File: config.mk
export PLATFORM = sky130hd
export DESIGN_NAME = fragmented_message_deframer_core
export DESIGN_NICKNAME = d
export VERILOG_FILES = /design/src/fdf_pkg.sv /design/src/fdf_front.sv /design/src/fdf_fifo.sv /design/src/fragmented_message_deframer_core.sv
export SDC_FILE = /design/constraint.sdc
export NUM_CORES = 1
export LEC_CHECK = 0
export ABC_CLOCK_PERIOD_IN_PS = 12300
export BUFFER_PORTS_ARGS = -buffer_cell sky130_fd_sc_hd__buf_2
export CAP_MARGIN = 20
export CORE_MARGIN = 2
export CORE_UTILIZATION = 40
export DETAILED_ROUTE_END_ITERATION = 10
export GPL_TIMING_DRIVEN = 0
export PLACE_DENSITY = 0.64
export RECOVER_POWER = 50
export REMOVE_ABC_BUFFERS = 1
export SYNTH_ARGS = -nofsm -noshare
export SYNTH_HDL_FRONTEND = slang
export SYNTH_SLANG_ARGS = --single-unit
File: constraint.sdc
create_clock -name clk -period 12.3 [get_ports clk]
set_input_delay 0.615 -clock clk [delete_from_list [all_inputs] [get_ports clk]]
set_output_delay 0.615 -clock clk [all_outputs]
set_load 0.01 [all_outputs]
File: src/fdf_pkg.sv
package fdf_pkg;

	localparam int unsigned HDR_SIZE       = 16;
	localparam int unsigned CHUNK_HDR_SIZE = 5;
	localparam logic [7:0]  PROTO_VERSION  = 8'd1;
	localparam logic [31:0] MAX_MSG_RESET  = 32'd104857600;

	// configuration register indexes
	localparam logic CFG_MAX_BYTES = 1'b0;
	localparam logic CFG_PRI_NONE  = 1'b1;

	localparam logic [1:0] KIND_DATA  = 2'd0;
	localparam logic [1:0] KIND_EMPTY = 2'd1;
	localparam logic [1:0] KIND_ERROR = 2'd2;

	localparam logic [1:0] ERR_NONE    = 2'd0;
	localparam logic [1:0] ERR_LENGTH  = 2'd1;
	localparam logic [1:0] ERR_VERSION = 2'd2;

	typedef struct packed {
		logic [1:0]  result_kind;
		logic [7:0]  chunk_tag;
		logic [7:0]  data_byte;
		logic        chunk_last;
		logic        message_end;
		logic [7:0]  message_tag;
		logic [7:0]  message_priority;
		logic [31:0] time_seconds;
		logic [31:0] time_micros;
		logic [1:0]  error_code;
	} result_t;

endpackage

File: src/fdf_front.sv
module fdf_front import fdf_pkg::*; #(
	parameter int unsigned LENGTH_BITS = 32
) (
	input  logic        clk,
	input  logic        arst_n,
	input  logic        in_valid,
	input  logic [7:0]  in_byte,
	input  logic        space,
	output logic        in_ready,
	input  logic        cfg_valid,
	input  logic        cfg_index,
	input  logic [31:0] cfg_data,
	output logic        push,
	output result_t     res
);

	localparam logic [32:0] MASK = (33'd1 << LENGTH_BITS) - 33'd1;

	logic [31:0]            max_q;
	logic [7:0]             none_q;
	logic [7:0]             hb_q [HDR_SIZE-1];
	logic [3:0]             hc_q;
	logic                   inpay_q;
	logic [LENGTH_BITS-1:0] total_q;
	logic [31:0]            frem_q;
	logic                   more_q;
	logic [7:0]             ver_q, tag_q, pri_q;
	logic [31:0]            sec_q, us_q;
	logic [2:0]             chp_q;
	logic [7:0]             ctag_q;
	logic [31:0]            crem_q;

	logic [3:0]             hc_d;
	logic                   inpay_d, more_d, clear;
	logic [LENGTH_BITS-1:0] total_d;
	logic [31:0]            frem_d, sec_d, us_d, crem_d, frag, fr_dec;
	logic [7:0]             ver_d, tag_d, pri_d, ctag_d;
	logic [2:0]             chp_d;
	logic [32:0]            sum, sum_hm;
	logic                   first, lenerr, take;

	assign in_ready = space;
	assign take     = in_valid && space;

	always_comb begin
		hc_d    = hc_q;
		inpay_d = inpay_q;
		more_d  = more_q;
		total_d = total_q;
		frem_d  = frem_q;
		ver_d   = ver_q;
		tag_d   = tag_q;
		pri_d   = pri_q;
		sec_d   = sec_q;
		us_d    = us_q;
		chp_d   = chp_q;
		ctag_d  = ctag_q;
		crem_d  = crem_q;
		clear   = 1'b0;
		push    = 1'b0;
		frag    = {hb_q[4], hb_q[5], hb_q[6], hb_q[7]};
		first   = (total_q == '0);
		sum     = 33'(total_q) + {1'b0, frag};
		sum_hm  = (sum + 33'(HDR_SIZE)) & MASK;
		lenerr  = (frag == '0) || (sum > MASK) || (sum >= {1'b0, max_q})
			|| (sum_hm <= 33'(total_q));
		fr_dec  = frem_q - 32'd1;
		res     = '0;

		if (!inpay_q) begin
			hc_d = hc_q + 4'd1;
			if (hc_q == 4'(HDR_SIZE - 1)) begin
				hc_d = '0;
				if (first) begin
					ver_d = hb_q[0];
					tag_d = hb_q[1];
					sec_d = {hb_q[8], hb_q[9], hb_q[10], hb_q[11]};
					us_d  = {hb_q[12], hb_q[13], hb_q[14], in_byte};
				end
				if (pri_q == none_q)
					pri_d = hb_q[2];
				more_d  = (hb_q[3] != 8'd0);
				total_d = sum[LENGTH_BITS-1:0];
				frem_d  = frag;
				inpay_d = 1'b1;
				if (lenerr || ver_d != PROTO_VERSION) begin
					push            = 1'b1;
					clear           = 1'b1;
					res.result_kind = KIND_ERROR;
					res.message_end = 1'b1;
					res.error_code  = lenerr ? ERR_LENGTH : ERR_VERSION;
				end
			end
		end else begin
			frem_d = fr_dec;
			if (chp_q == 3'd0 && crem_q != '0) begin
				crem_d          = crem_q - 32'd1;
				push            = 1'b1;
				res.result_kind = KIND_DATA;
				res.data_byte   = in_byte;
				res.chunk_last  = (crem_q == 32'd1);
			end else begin
				if (chp_q == 3'd0) begin
					ctag_d = in_byte;
					crem_d = '0;
				end else begin
					crem_d = {crem_q[23:0], in_byte};
				end
				chp_d = chp_q + 3'd1;
				if (chp_d == 3'(CHUNK_HDR_SIZE)) begin
					chp_d = '0;
					if (crem_d == '0) begin
						push            = 1'b1;
						res.result_kind = KIND_EMPTY;
						res.chunk_last  = 1'b1;
					end
				end
			end
			res.chunk_tag = ctag_d;
			if (fr_dec == '0) begin
				if (more_q) begin
					inpay_d = 1'b0;
					hc_d    = '0;
				end else begin
					push  = 1'b1;
					clear = 1'b1;
					res.message_end = 1'b1;
					if (chp_d != '0 || crem_d != '0) begin
						res.result_kind = KIND_ERROR;
						res.chunk_tag   = '0;
						res.data_byte   = '0;
						res.chunk_last  = 1'b0;
						res.error_code  = ERR_LENGTH;
					end
				end
			end
		end
		res.message_tag      = tag_d;
		res.message_priority = pri_d;
		res.time_seconds     = sec_d;
		res.time_micros      = us_d;
		push = push && take;
	end

	always_ff @(posedge clk) begin
		if (take && !inpay_q && hc_q != 4'(HDR_SIZE - 1))
			hb_q[hc_q] <= in_byte;
	end

	always_ff @(posedge clk or negedge arst_n) begin
		if (!arst_n) begin
			max_q   <= MAX_MSG_RESET;
			none_q  <= '0;
			hc_q    <= '0;
			inpay_q <= 1'b0;
			total_q <= '0;
			frem_q  <= '0;
			more_q  <= 1'b0;
			ver_q   <= '0;
			tag_q   <= '0;
			pri_q   <= '0;
			sec_q   <= '0;
			us_q    <= '0;
			chp_q   <= '0;
			ctag_q  <= '0;
			crem_q  <= '0;
		end else begin
			if (cfg_valid) begin
				case (cfg_index)
					CFG_MAX_BYTES: max_q  <= cfg_data;
					CFG_PRI_NONE:  none_q <= cfg_data[7:0];
					default: ;
				endcase
			end
			if (take) begin
				if (clear) begin
					hc_q    <= '0;
					inpay_q <= 1'b0;
					total_q <= '0;
					frem_q  <= '0;
					more_q  <= 1'b0;
					ver_q   <= '0;
					tag_q   <= '0;
					pri_q   <= none_q;
					sec_q   <= '0;
					us_q    <= '0;
					chp_q   <= '0;
					ctag_q  <= '0;
					crem_q  <= '0;
				end else begin
					hc_q    <= hc_d;
					inpay_q <= inpay_d;
					total_q <= total_d;
					frem_q  <= frem_d;
					more_q  <= more_d;
					ver_q   <= ver_d;
					tag_q   <= tag_d;
					pri_q   <= pri_d;
					sec_q   <= sec_d;
					us_q    <= us_d;
					chp_q   <= chp_d;
					ctag_q  <= ctag_d;
					crem_q  <= crem_d;
				end
			end
		end
	end

	a_err_ends: assert property (@(posedge clk) disable iff (!arst_n)
		push && res.result_kind == KIND_ERROR |-> res.message_end)
		else $error("error result without message end");
	a_no_push_full: assert property (@(posedge clk) disable iff (!arst_n)
		push |-> space)
		else $error("result pushed into full queue");
	a_chp_range: assert property (@(posedge clk) disable iff (!arst_n)
		chp_q < 3'(CHUNK_HDR_SIZE))
		else $error("chunk header position out of range");
	a_clear_idle: assert property (@(posedge clk) disable iff (!arst_n)
		take && clear |=> !inpay_q && hc_q == '0)
		else $error("message state not cleared");

endmodule

File: src/fdf_fifo.sv
module fdf_fifo import fdf_pkg::*; (
	input  logic    clk,
	input  logic    arst_n,
	input  logic    push,
	input  result_t wdata,
	output logic    space,
	output logic    out_valid,
	input  logic    out_ready,
	output result_t rdata
);

	result_t    mem_q [2];
	logic       wp_q, rp_q;
	logic [1:0] cnt_q;
	logic       pop;

	assign space     = (cnt_q != 2'd2);
	assign out_valid = (cnt_q != 2'd0);
	assign pop       = out_valid && out_ready;
	assign rdata     = mem_q[rp_q];

	always_ff @(posedge clk) begin
		if (push)
			mem_q[wp_q] <= wdata;
	end

	always_ff @(posedge clk or negedge arst_n) begin
		if (!arst_n) begin
			wp_q  <= 1'b0;
			rp_q  <= 1'b0;
			cnt_q <= '0;
		end else begin
			if (push)
				wp_q <= !wp_q;
			if (pop)
				rp_q <= !rp_q;
			cnt_q <= cnt_q + 2'(push) - 2'(pop);
		end
	end

	a_cnt_max: assert property (@(posedge clk) disable iff (!arst_n)
		cnt_q <= 2'd2)
		else $error("queue count overflow");
	a_ptr_gap: assert property (@(posedge clk) disable iff (!arst_n)
		(cnt_q == 2'd1) |-> (wp_q != rp_q))
		else $error("queue pointers disagree with count");
	a_hold: assert property (@(posedge clk) disable iff (!arst_n)
		out_valid && !out_ready |=> out_valid && $stable(rp_q))
		else $error("stalled result lost");

endmodule

File: src/fragmented_message_deframer_core.sv
// Fragmented message deframer.
// Input: one received byte per transaction on s_axis. Fragments of a
// message are a 16-byte header followed by payload; the joined payload is
// a run of chunks (tag byte, 4-byte big-endian length, data).
// Output: m_axis carries at most one result per input byte: a chunk data
// byte, an empty-chunk marker or an error. tlast marks the result that ends
// the message (completion or error); tuser holds the result kind.
// cfg: register 0 is the maximum message size, register 1 the priority
// code meaning unset; write only while the block is idle.
// Throughput: one byte per cycle while the result queue has space. A
// result is registered in the queue before it shows on m_axis. The byte
// parser updates its counters on each taken byte; a two-entry result
// queue parts it from the output. When the receiver stalls, the queue
// fills and s_axis_tready drops once two results are waiting.
// Reset clears all message state and loads register defaults (size limit
// 104857600, unset priority 0); no clearing pass is needed.
module fragmented_message_deframer_core import fdf_pkg::*; #(
	parameter int unsigned LENGTH_BITS = 32
) (
	input  logic         clk,
	input  logic         arst_n,
	input  logic         s_axis_tvalid,
	output logic         s_axis_tready,
	input  logic [7:0]   s_axis_tdata,   // rx_byte
	output logic         m_axis_tvalid,
	input  logic         m_axis_tready,
	// chunk_tag, data_byte, chunk_last, message_tag, message_priority,
	// time_seconds, time_micros, error_code, zero fill
	output logic [103:0] m_axis_tdata,
	output logic         m_axis_tlast,   // message_end
	output logic [1:0]   m_axis_tuser,   // result_kind
	input  logic         cfg_valid,
	output logic         cfg_ready,
	input  logic         cfg_index,
	input  logic [31:0]  cfg_data
);

	result_t res, qres;
	logic    push, space;

	assign cfg_ready = 1'b1;

	fdf_front #(.LENGTH_BITS(LENGTH_BITS)) u_front (
		.clk       (clk),
		.arst_n    (arst_n),
		.in_valid  (s_axis_tvalid),
		.in_byte   (s_axis_tdata),
		.space     (space),
		.in_ready  (s_axis_tready),
		.cfg_valid (cfg_valid),
		.cfg_index (cfg_index),
		.cfg_data  (cfg_data),
		.push      (push),
		.res       (res)
	);

	fdf_fifo u_fifo (
		.clk       (clk),
		.arst_n    (arst_n),
		.push      (push),
		.wdata     (res),
		.space     (space),
		.out_valid (m_axis_tvalid),
		.out_ready (m_axis_tready),
		.rdata     (qres)
	);

	assign m_axis_tuser = qres.result_kind;
	assign m_axis_tlast = qres.message_end;
	assign m_axis_tdata = {5'd0, qres.error_code, qres.time_micros, qres.time_seconds,
		qres.message_priority, qres.message_tag, qres.chunk_last, qres.data_byte,
		qres.chunk_tag};

endmodule
# Word level (Yosys, flattened, before mapping)
# Memory sizes are Yosys's and may differ from the RTL's.
# Index checks and enable logic that the tools add are counted.
# totals
n_memories	2
ram_bits	324
output_inout_bits	110
ff_bits	245
romBits	0
input_bits	46
latchBits	0
wordCells	166
# op_classes
bitwise	1
addsub	8
eq_ne	10
shift	0
multipliers	0
n_div	0
muxes	91
n_reduce_logical	33
magnitude_cmp	3
# memory_table
memory	words	width	read_ports	rd_clocked_by_memory_dff	wr	line_no	text
u_fifo.mem_q	2	102	1	0	1	fdf_fifo.sv:12	result_t mem_q [2];
u_front.hb_q	15	8	15	0	1	fdf_front.sv:21	logic [7:0] hb_q [HDR_SIZE-1];
# ops
operator	n
2-to-1 mux 32 bit	21
2-to-1 mux 8 bit	19
logical NOT 32 bit	4
nonzero test 32 bit	2
subtractor 32 x 1 -> 32 bit (second input constant)	2
2-to-1 mux 20 bit	2
adder 32 x 32 -> 33 bit	1
greater-or-equal comparator 33 x 32 -> 1 bit	1
greater-than comparator 33 x 32 -> 1 bit (second input constant)	1
adder 32 x 5 -> 32 bit (second input constant)	1
== test 32 x 1 -> 1 bit (second input constant)	1
less-or-equal comparator 32 bit	1
2-to-1 mux 1 bit	26
2-to-1 mux 2 bit	11
2-to-1 mux 4 bit	5
2-to-1 mux 19 bit	1
2-to-1 mux 17 bit	1
2-to-1 mux 3 bit	5
== test 8 bit	1
inequality test 8 x 1 -> 1 bit (second input constant)	1
AND reduction 2 bit	4
nonzero test 8 bit	1
logical AND 1 bit	6
inequality test 3 bit (second input constant)	2
other kinds (15)	26

# Logic depth before layout (Yosys ltp)
# Gate-level depths: netlist of the first run.
# depth
ltp_word	14
depth_mapped	30
depth_no_buf	30

# Modules after synthesis
# Synthesis of the first run repeated with hierarchy kept, for this count alone.
# hier_totals
hier_cells	2608
hier_area_um2	29097.9
# by_module_without_submodules
module	instances	seq_area_each_um2	cells_per_inst	area_per_inst_um2
fdf_front	1	9638.0	2266	21471.8
fdf_fifo	1	6226.0	334	7573.5
fragmented_message_deframer_core	1	0.0	8	52.6

# Worst setup path before layout of the first run
# OpenSTA, ideal clock, no wires.
# synth_path
kind	flip-flop to flip-flop
start	register u_front.total_q[0]
end	memory u_fifo.mem_q[0][0] (netlist bit), enable pin
stages_incl_launch_ff	24
setup_time_ns	0.564
required_ns	11.736
synth_period_minus_slack_ns	9.790
path_buffers	0
slack_ns	2.510
arrival_time_ns	9.227
path_cell_list	dfrtp_1 ha_1 inv_1 fa_1 nand2b_1 a21boi_4 o21ai_2 a211oi_4 nand3_2 or4_4 a2111oi_4 xor2_1 ha_1 a21o_1 a21oi_1 nor2b_1 o211ai_1 a31oi_1 a2111oi_0 o31ai_1 o21ai_1 a21oi_2 a21o_1 nor2_1
# synth_between
elab_chain_cells	12
elab_cells_between_ends	20
classes_between	add/sub (2); order compare (3); eq/ne (1); mux (8); reduce/logical (6)
# synth_rtl
element	line_no	text
from (decl)	fdf_front.sv:24	logic [LENGTH_BITS-1:0] total_q;
from (signal assigned)	fdf_front.sv:193	total_q <= total_d;
branches (longest 5 deep; another with adder 32 x 32 -> 33 bit)	-	
logical OR 1 bit *	fdf_front.sv:86	if (lenerr || ver_d != PROTO_VERSION) begin
2-to-1 mux 1 bit *	fdf_front.sv:86	
2-to-1 mux 1 bit *	fdf_front.sv:72	if (hc_q == 4'(HDR_SIZE - 1)) begin
2-to-1 mux 1 bit *	fdf_front.sv:70	if (!inpay_q) begin
logical AND 1 bit *	fdf_front.sv:142	push = push && take;
2-to-1 mux 1 bit *	fdf_fifo.sv:23	if (push)
2-to-1 mux 1 bit (implied by the code) *	fdf_fifo.sv:24	mem_q[wp_q] <= wdata;
to (decl)	fdf_fifo.sv:12	
# Mark *: on every way between the ends. The select of a mux whose other input is x is not followed.

# Final worst setup path of the first run
# layout_path
start	register u_front.total_q[0]
end	register u_front.crem_q[17]
# layout_between
elab_chain_cells	11
elab_cells_between_ends	20
classes_between	add/sub (2); order compare (3); eq/ne (1); mux (7); reduce/logical (7)
# layout_rtl
element	line_no	text
branches (longest 5 deep; another with adder 32 x 32 -> 33 bit)	-	
logical OR 1 bit *	fdf_front.sv:86	
2-to-1 mux 1 bit *	fdf_front.sv:86	
2-to-1 mux 1 bit *	fdf_front.sv:72	
2-to-1 mux 1 bit *	fdf_front.sv:70	
nonzero test 2 bit (no line)	-	
AND reduction 2 bit (no line)	-	
to (signal assigned)	fdf_front.sv:203	crem_q <= crem_d;
to (decl)	fdf_front.sv:31	logic [31:0] crem_q;
# Marks and branches as above.
# A chain may end at the register's enable or synchronous reset.

==> reports/metrics.csv, run 1 <==
stage;metric;value;unit
outcome;outcome;finished, violations left;
outcome;failing checks;capacitance limit, slew limit;
grt;first-pass GRT wire length;121000;um
worst_setup_path;nature of the critical path startpoint;flop;
drt;final wirelength;79100;um
yosys;Post-synth EDFFs;324;
die;die height;275;um
yosys;predominant post-synthesis flop cell;edfxtp_1;
worst_setup_path;arrival time of the worst setup path;9.69;ns
drt;Detailed Route Iter0 Violations;1721;
die;num rows;99;
sta;fin crit share;0.743;
sta;clk_skew;0.0495;ns
clock_network;PostCTS Resize Cnt;0;
yosys;most numerous cell in the Yosys netlist;nand2_1;
clock_network;CTS tree;done;
die;core box area;72700;um^2
yosys;Synth Cell Area;29300;um^2
clock_network;Clock Pin Slew Worst Setup and Hold Paths;0.06;ns
worst_setup_path;Top delay family on crit path;simple AND/OR/NAND/NOR gates;
sta;Setup TNS;0;ns
placed_design;DPL Wire Length;53900;um
placed_design;Post-Place Cells;3650;
finish;proportion of layout cells with a drive suffix above 1;0.140;
grt;gr ovfl total;0;
die;die area;75500;um^2
sta;worst-margin pin slew;4.98;ns
clock_network;post-CTS setup buffers;0;
sta;RSZ-0062 raised after global routing;no;
yosys;top cells by area, synth;edfxtp_1 (33%), dfrtp_1 (21%), mux2_2 (7.4%), nand2_1 (4.8%), ha_1 (4.7%);
drt;drt drc;0;
sta;Setup Viol. Count Final;0;
sta;Fin. Hold Viols;0;
grt;total track usage;0.206;
finish;fin nets;2915;
drt;Via-to-Cell Ratio;5.63;
clock_network;Sink Count;569;
grt;largest net degree at the start of global routing;114;
yosys;dominant cell type by area after synthesis;edfxtp_1;
finish;Reg area;15900;um^2
job;maxcap violations;13;
worst_setup_path;Critical Path End Type;flop;
yosys;Cell variety after synth;99;
die;die span in x;275;um
clock_network;TritonCTS Buffers;60;
yosys;synthesized area per cell;11.0;um^2
yosys;#FFs+latches synth;569;
sta;maximum clock frequency;0.109;GHz
finish;multi-input logic area;12500;um^2
sta;Final Critical Period;9.14;ns
worst_setup_path;WS Path Type;reg2reg;
drt;Routed WL per cell;21.0;um
worst_setup_path;Largest stage delay, worst path;0.97;ns
grt;vias in the first global route;20800;
finish;antenna cells;0;
clock_network;Longest Clk Path Bufs;3;
pwr;pwr dens;248;nW/um^2
yosys;Mapped Cells;2656;
hold_path;worst hold path type;in2reg;
placed_design;port bufs;149;
yosys;yosys warns;0;
yosys;Post-synth top cells;nand2_1 (377), edfxtp_1 (324), dfrtp_1 (242), o21ai_0 (202), mux2_2 (193);
pwr;Final Total Pwr;8.22;mW
finish;Area growth, synth to finish;13.1;%
die;io pins;156;
finish;final std cells w/o fill;3768;
worst_setup_path;Buffers & Inverters on Critical Path;2;
finish;utilization of the core after routing;0.456;
drt;via count;21200;
worst_setup_path;crit path max-delay cell type;nor4_2;
drt;Post-DRT Antenna Nets;0;
worst_setup_path;worst-path cell chain;ha_1 > inv_1 > fa_1 > nand2b_1 > a21oi_1 > xor2_1 > ha_1 > and3_1 > nand4_1 > nor4_2 > nand2_1 > xnor2_1 > ha_1 > nand4_1 > nor3_1 > o21ai_0 > o211ai_1 > a2111oi_0 > o31ai_1 > o21ai_1 > a21oi_4 > inv_6 > or2_1 > o22ai_1;
die;Initial Util;0.403;
clock_network;H-tree depth;2;
yosys;register area share after synthesis;0.541;
sta;fin. max-slew vios;482;
drt;First-pass DRT Iterations;5;
worst_setup_path;crit-path max FO;52;
placed_design;Placer Congestion;0.894;
worst_setup_path;most used cell, CP;ha_1;
finish;filler cell count;6628;
worst_setup_path;Data required, critical path;12.85;ns
yosys;Yosys top cell area share;0.332;
grt;antenna violations before repair;2;
pwr;Leakage;12.7;nW
clock_network;hold_buf cts;1;
pwr;peak supply drop;124;uV
yosys;Synth async-reset ratio;0.431;
clock_network;worst skew pair latency;0.66;ns
sta;Slew headroom;-2.32;
clock_network;root buffer cell;clkbuf_16;
-- final cells by class --
cell class / instances / share of cell area
clock buffer: 82 / 0.0499
clock inverter: 32 / 0.0121
inverter: 109 / 0.0125
multi-input combinational: 1835 / 0.376
sequential: 569 / 0.479
tap: 959 / 0.0362
timing repair buffer: 182 / 0.0343
-- sequential cells by signal (all words and copies together) (netlist names), 4 cells and up --
name / flops
u_fifo.mem_q: 204
u_front.hb_q: 120
u_front.crem_q: 32
u_front.frem_q: 32
u_front.max_q: 32
u_front.sec_q: 32
u_front.total_q: 32
u_front.us_q: 32
u_front.ctag_q: 8
u_front.none_q: 8
u_front.pri_q: 8
u_front.tag_q: 8
u_front.ver_q: 8
u_front.hc_q: 4
-- path summary, 6_finish.rpt --
| check | slack (ns) | startpoint | depth (start not counted) | endpoint |
|---|---|---|---|---|
| max | 3.16 | u_front.total_q[0] | 24 | u_front.crem_q[17] |
| min | 0.16 | cfg_data[26] | 3 | u_front.max_q[26] |
| max reg2reg | 3.16 | u_front.total_q[0] | 24 | u_front.crem_q[17] |
| min reg2reg | 0.48 | u_front.sec_q[4] | 2 | u_front.sec_q[4] |
| max in group asynchronous | 5.04 | arst_n | 3 | u_front.total_q[17] |
| min in group asynchronous | 2.35 | arst_n | 2 | u_front.sec_q[8] |
-- stage by stage --
| stage | hold slack [ns] | area [um^2] | setup slack (ns) |
|---|---|---|---|
| 3_5_place_dp | 0.468 | 31300 | 3.51 |
| 3_3_place_gp | 0.456 | 30600 | -2.27 |
| 4_1_cts | 0.133 | 33400 | 3.42 |
| 5_1_grt | 0.151 | 33100 | 2.99 |
| 2_1_floorplan | 0.319 | 28700 | 2.37 |
| 6_report | 0.162 | 33100 | 3.16 |
-- report_power, final --
group	switching [mW]	total, mW	leakage, nW	internal (mW)
Clock	0.790	1.87	0.994	1.08
Combinational	2.28	3.70	5.58	1.42
Sequential	0.315	2.65	6.15	2.34
Total	3.39	8.22	12.7	4.83
-- worst reg2reg max path: stages (launching register included) --
cell and delay [ns]:
dfrtp_1 0.50, ha_1 0.27, inv_1 0.07, fa_1 0.39, nand2b_1 0.23, a21oi_1 0.19
xor2_1 0.45, ha_1 0.30, and3_1 0.23, nand4_1 0.17, nor4_2 0.97, nand2_1 0.17
xnor2_1 0.17, ha_1 0.36, nand4_1 0.24, nor3_1 0.60, o21ai_0 0.39, o211ai_1 0.33
a2111oi_0 0.23, o31ai_1 0.46, o21ai_1 0.26, a21oi_4 0.63, inv_6 0.39, or2_1 0.69
o22ai_1 0.35
-- routing by layer --
layer  GRT usage  wire [um]
met5           0         22
met4      0.0538       1850
met3      0.0269       4300
met2       0.347      38200
met1       0.281      34700
-- cell families (layout without fill, tap and decap cells) --
kind of cell	count (synthesis)	count (layout)	share of synthesized area
flip-flops	569	569	0.541
AND/OR/NAND/NOR	824	824	0.134
adder cells (fa/ha/maj)	112	112	0.0481
other	2	6	0.000256
buffers and inverters	256	405	0.0358
multiplexers	210	210	0.0800
XOR/XNOR	86	86	0.0265
AO/OA/AOI/OAI	597	597	0.134
-- cell usage in the layout (no fill, tap or decap), types with 16 or more instances in the layout --
| cell | instances |
|---|---|
| or3_1 | 23 |
| nor2_1 | 109 |
| a21oi_1 | 106 |
| o22ai_1 | 29 |
| inv_1 | 107 |
| dfrtp_1 | 242 |
| o31ai_1 | 38 |
| edfxtp_1 | 324 |
| mux2_1 | 56 |
| and2_1 | 23 |
| nor4_1 | 40 |
| ha_1 | 111 |
| mux2_2 | 137 |
| a21o_1 | 40 |
| xor2_1 | 26 |
| xnor2_1 | 57 |
| buf_2 | 68 |
| nand4_1 | 40 |
| a211oi_1 | 16 |
| mux2i_1 | 17 |
| nor3_1 | 59 |
| clkbuf_1 | 107 |
| o21ai_0 | 201 |
| nand2_1 | 377 |
| and3_1 | 26 |
| clkbuf_16 | 60 |
| nand3_1 | 44 |
| a31oi_1 | 19 |
(Power assumes the default switching activity.)
==> inputs of run 2 (changes only) <==
Settings changed: ABC_AREA from default to 1, ABC_CLOCK_PERIOD_IN_PS 12300 to 8990.
Clock period 12.3 ns to 8.99 ns, I/O delays scaled along.
==> reports/metrics.csv, run 2 <==
stage;metric;value;unit
worst_setup_path;Data required, critical path;9.31;ns
pwr;Cell Int Power;5.64;mW
sta;worst-margin pin slew;4.23;ns
finish;utilization of the core after routing;0.455;
pwr;Leakage;15.9;nW
clock_network;CTS tree;done;
finish;antenna cells;0;
drt;drt drc;0;
finish;proportion of layout cells with a drive suffix above 1;0.0756;
yosys;most numerous cell in the Yosys netlist;nand2_1;
drt;Detailed Route Iter0 Violations;1889;
finish;fin nets;3839;
drt;final wirelength;79400;um
die;die area;78000;um^2
sta;Fin. Hold Viols;0;
die;Initial Util;0.406;
yosys;synthesized area per cell;8.50;um^2
drt;Post-DRT Antenna Nets;0;
pwr;pwr dens;270;nW/um^2
drt;via count;23600;
finish;top flop regs;u_fifo.mem_q x204, u_front.hb_q x120;
yosys;Yosys top cell area share;0.321;
placed_design;DPL Wire Length;54300;um
sta;fin. max-slew vios;510;
grt;antenna violations before repair;1;
yosys;#FFs+latches synth;569;
pwr;Clk pwr share;0.272;
job;maxcap violations;14;
drt;Via-to-Cell Ratio;5.03;
outcome;failing checks;capacitance limit, slew limit;
die;num rows;100;
worst_setup_path;crit path max-delay cell type;nor2_4;
clock_network;root buffer cell;clkbuf_16;
pwr;Switching Power;3.53;mW
worst_setup_path;crit-path max FO;27;
sta;fin crit share;0.883;
worst_setup_path;Critical Path End Type;flop;
placed_design;Post-Place Cells;4585;
clock_network;worst skew pair latency;0.64;ns
finish;Largest Register;u_fifo.mem_q;
worst_setup_path;arrival time of the worst setup path;8.26;ns
drt;Routed WL per cell;16.9;um
die;die height;279;um
worst_setup_path;nature of the critical path startpoint;flop;
grt;total track usage;0.202;
grt;vias in the first global route;22300;
yosys;Cell variety after synth;55;
sta;clk_skew;0.0245;ns
pwr;Comb pwr share;0.346;
pwr;Sw Ratio;0.385;
clock_network;Sink Count;569;
worst_setup_path;most used cell, CP;nand3_1;
finish;filler cell count;7183;
finish;final std cells w/o fill;4698;
yosys;Post-synth EDFFs;324;
sta;Setup Viol. Count Final;0;
sta;Slew headroom;-1.82;
yosys;Mapped Cells;3568;
grt;first-pass GRT wire length;125000;um
yosys;Synth async-reset ratio;0.431;
hold_path;worst hold path type;in2reg;
pwr;Final Total Pwr;9.17;mW
sta;RSZ-0062 raised after global routing;no;
outcome;outcome;finished, violations left;
worst_setup_path;WS Path Type;reg2reg;
drt;First-pass DRT Iterations;6;
grt;gr ovfl total;0;
sta;maximum clock frequency;0.126;GHz
worst_setup_path;depth of the most critical reg-to-reg path;34;
clock_network;H-tree depth;2;
finish;Area growth, synth to finish;12.1;%
die;core box area;74700;um^2
placed_design;port bufs;149;
finish;commonest non-fill, non-tap cell in the layout;nand2_1;
grt;largest net degree at the start of global routing;90;
clock_network;Clock Pin Slew Worst Setup and Hold Paths;0.06;ns
yosys;dominant cell type by area after synthesis;edfxtp_1;
yosys;predominant post-synthesis flop cell;edfxtp_1;
die;io pins;156;
finish;most frequent cells in the layout;nand2_1 (1,257), inv_1 (389), edfxtp_1 (324);
finish;Reg area;15900;um^2
die;die span in x;279;um
hold_path;Hold Path Depth;3;
yosys;Synth Cell Area;30300;um^2
worst_setup_path;Largest stage delay, worst path;0.69;ns
yosys;register area share after synthesis;0.523;
yosys;yosys warns;0;
clock_network;TritonCTS Buffers;59;
finish;multi-input logic area;12400;um^2
clock_network;Longest Clk Path Bufs;3;
yosys;top cells by area, synth;edfxtp_1 (32%), dfrtp_1 (20%), nand2_1 (16%), inv_1 (4.9%), ha_1 (4.6%);
pwr;peak supply drop;181;uV
sta;Final Critical Period;7.94;ns
finish;Largest register FFs;204;
yosys;Post-synth top cells;nand2_1 (1,262), inv_1 (393), edfxtp_1 (324), nor2_1 (287), dfrtp_1 (242);
pwr;sequential share of power;0.382;
placed_design;Placer Congestion;0.925;
## run 2: stage by stage
step,setup WS [ns],setup TNS [ns],hold WS [ns],instance area (um^2)
final,1.05,0,0.0544,34000
after global routing,0.488,0,0.0630,34000
after CTS,0.865,0,0.0353,34200
after detailed placement,0.923,0,0.461,32200
after global placement,-4.96,-663.49,0.453,31700
after floorplan,-0.356,-36.33,0.154,29800
## run 2: critical path: cells and delay by family (launching register included)
kind,cells,cell delay [ns]
adders and majority gates,4,1.23
xor gates and xnor gates,2,0.55
buffers and inverters,5,0.77
AOI/OAI and AO/OA,1,0.13
DFF,1,0.45
and+or+nand+nor,22,4.41
## run 2: power by group through the flow
stage | clock (mW) | combinational (mW) | sequential (mW)
4_1_cts | 2.53 | 3.21 | 3.50
3_5_place_dp | 0 | 3.19 | 3.55
5_1_grt | 2.64 | 3.61 | 3.55
6_report | 2.49 | 3.17 | 3.50
2_1_floorplan | 0 | 2.15 | 3.48
3_3_place_gp | 0 | 3.06 | 3.61
## run 2: layer usage
layer	track usage	share of wire
met5	0	0
met4	0.0465	0.020
met3	0.0256	0.056
met2	0.334	0.47
met1	0.283	0.45
## run 2: final cells by class
| type | count | area share |
|---|---|---|
| Clock buffer | 71 | 0.0451 |
| Sequential cell | 569 | 0.467 |
| Multi-Input combinational cell | 2479 | 0.366 |
| Clock inverter | 38 | 0.0131 |
| Tap cell | 969 | 0.0357 |
| Timing Repair Buffer | 171 | 0.0294 |
| Inverter | 401 | 0.0445 |
## run 2: worst paths after layout
kind                                         start                   to  slack, ns
max in group asynchronous                   arst_n    u_front.ctag_q[6]       3.08
min in group asynchronous                   arst_n      u_fifo.cnt_q[1]       1.86
worst max-delay path            u_front.total_q[0]  u_fifo.mem_q[1][91]       1.05
worst min register to register   u_front.sec_q[29]    u_front.sec_q[29]       0.48
worst max register to register  u_front.total_q[0]  u_fifo.mem_q[1][91]       1.05
worst min-delay path                  cfg_data[26]    u_front.max_q[26]       0.05
## run 2: cells by family (layout without fill, tap and decap cells)
group                    count (synthesis)  count (layout)  share of synthesized area
other                                    2               6                   0.000248
buffers and inverters                  524             681                     0.0686
XOR/XNOR                                75              75                     0.0225
multiplexers                            69              69                     0.0254
adder cells (fa/ha/maj)                112             112                     0.0465
AND/OR/NAND/NOR                       1872            1872                      0.252
flip-flops                             569             569                      0.523
AO/OA/AOI/OAI                          345             345                     0.0614
## run 2: what timing repair did
item | CTS | global route
resized for setup | 0 | 0
hold buffers | 1 | 0
endpoints found under the hold margin | 71 | 0
buffers inserted | 0 | 0
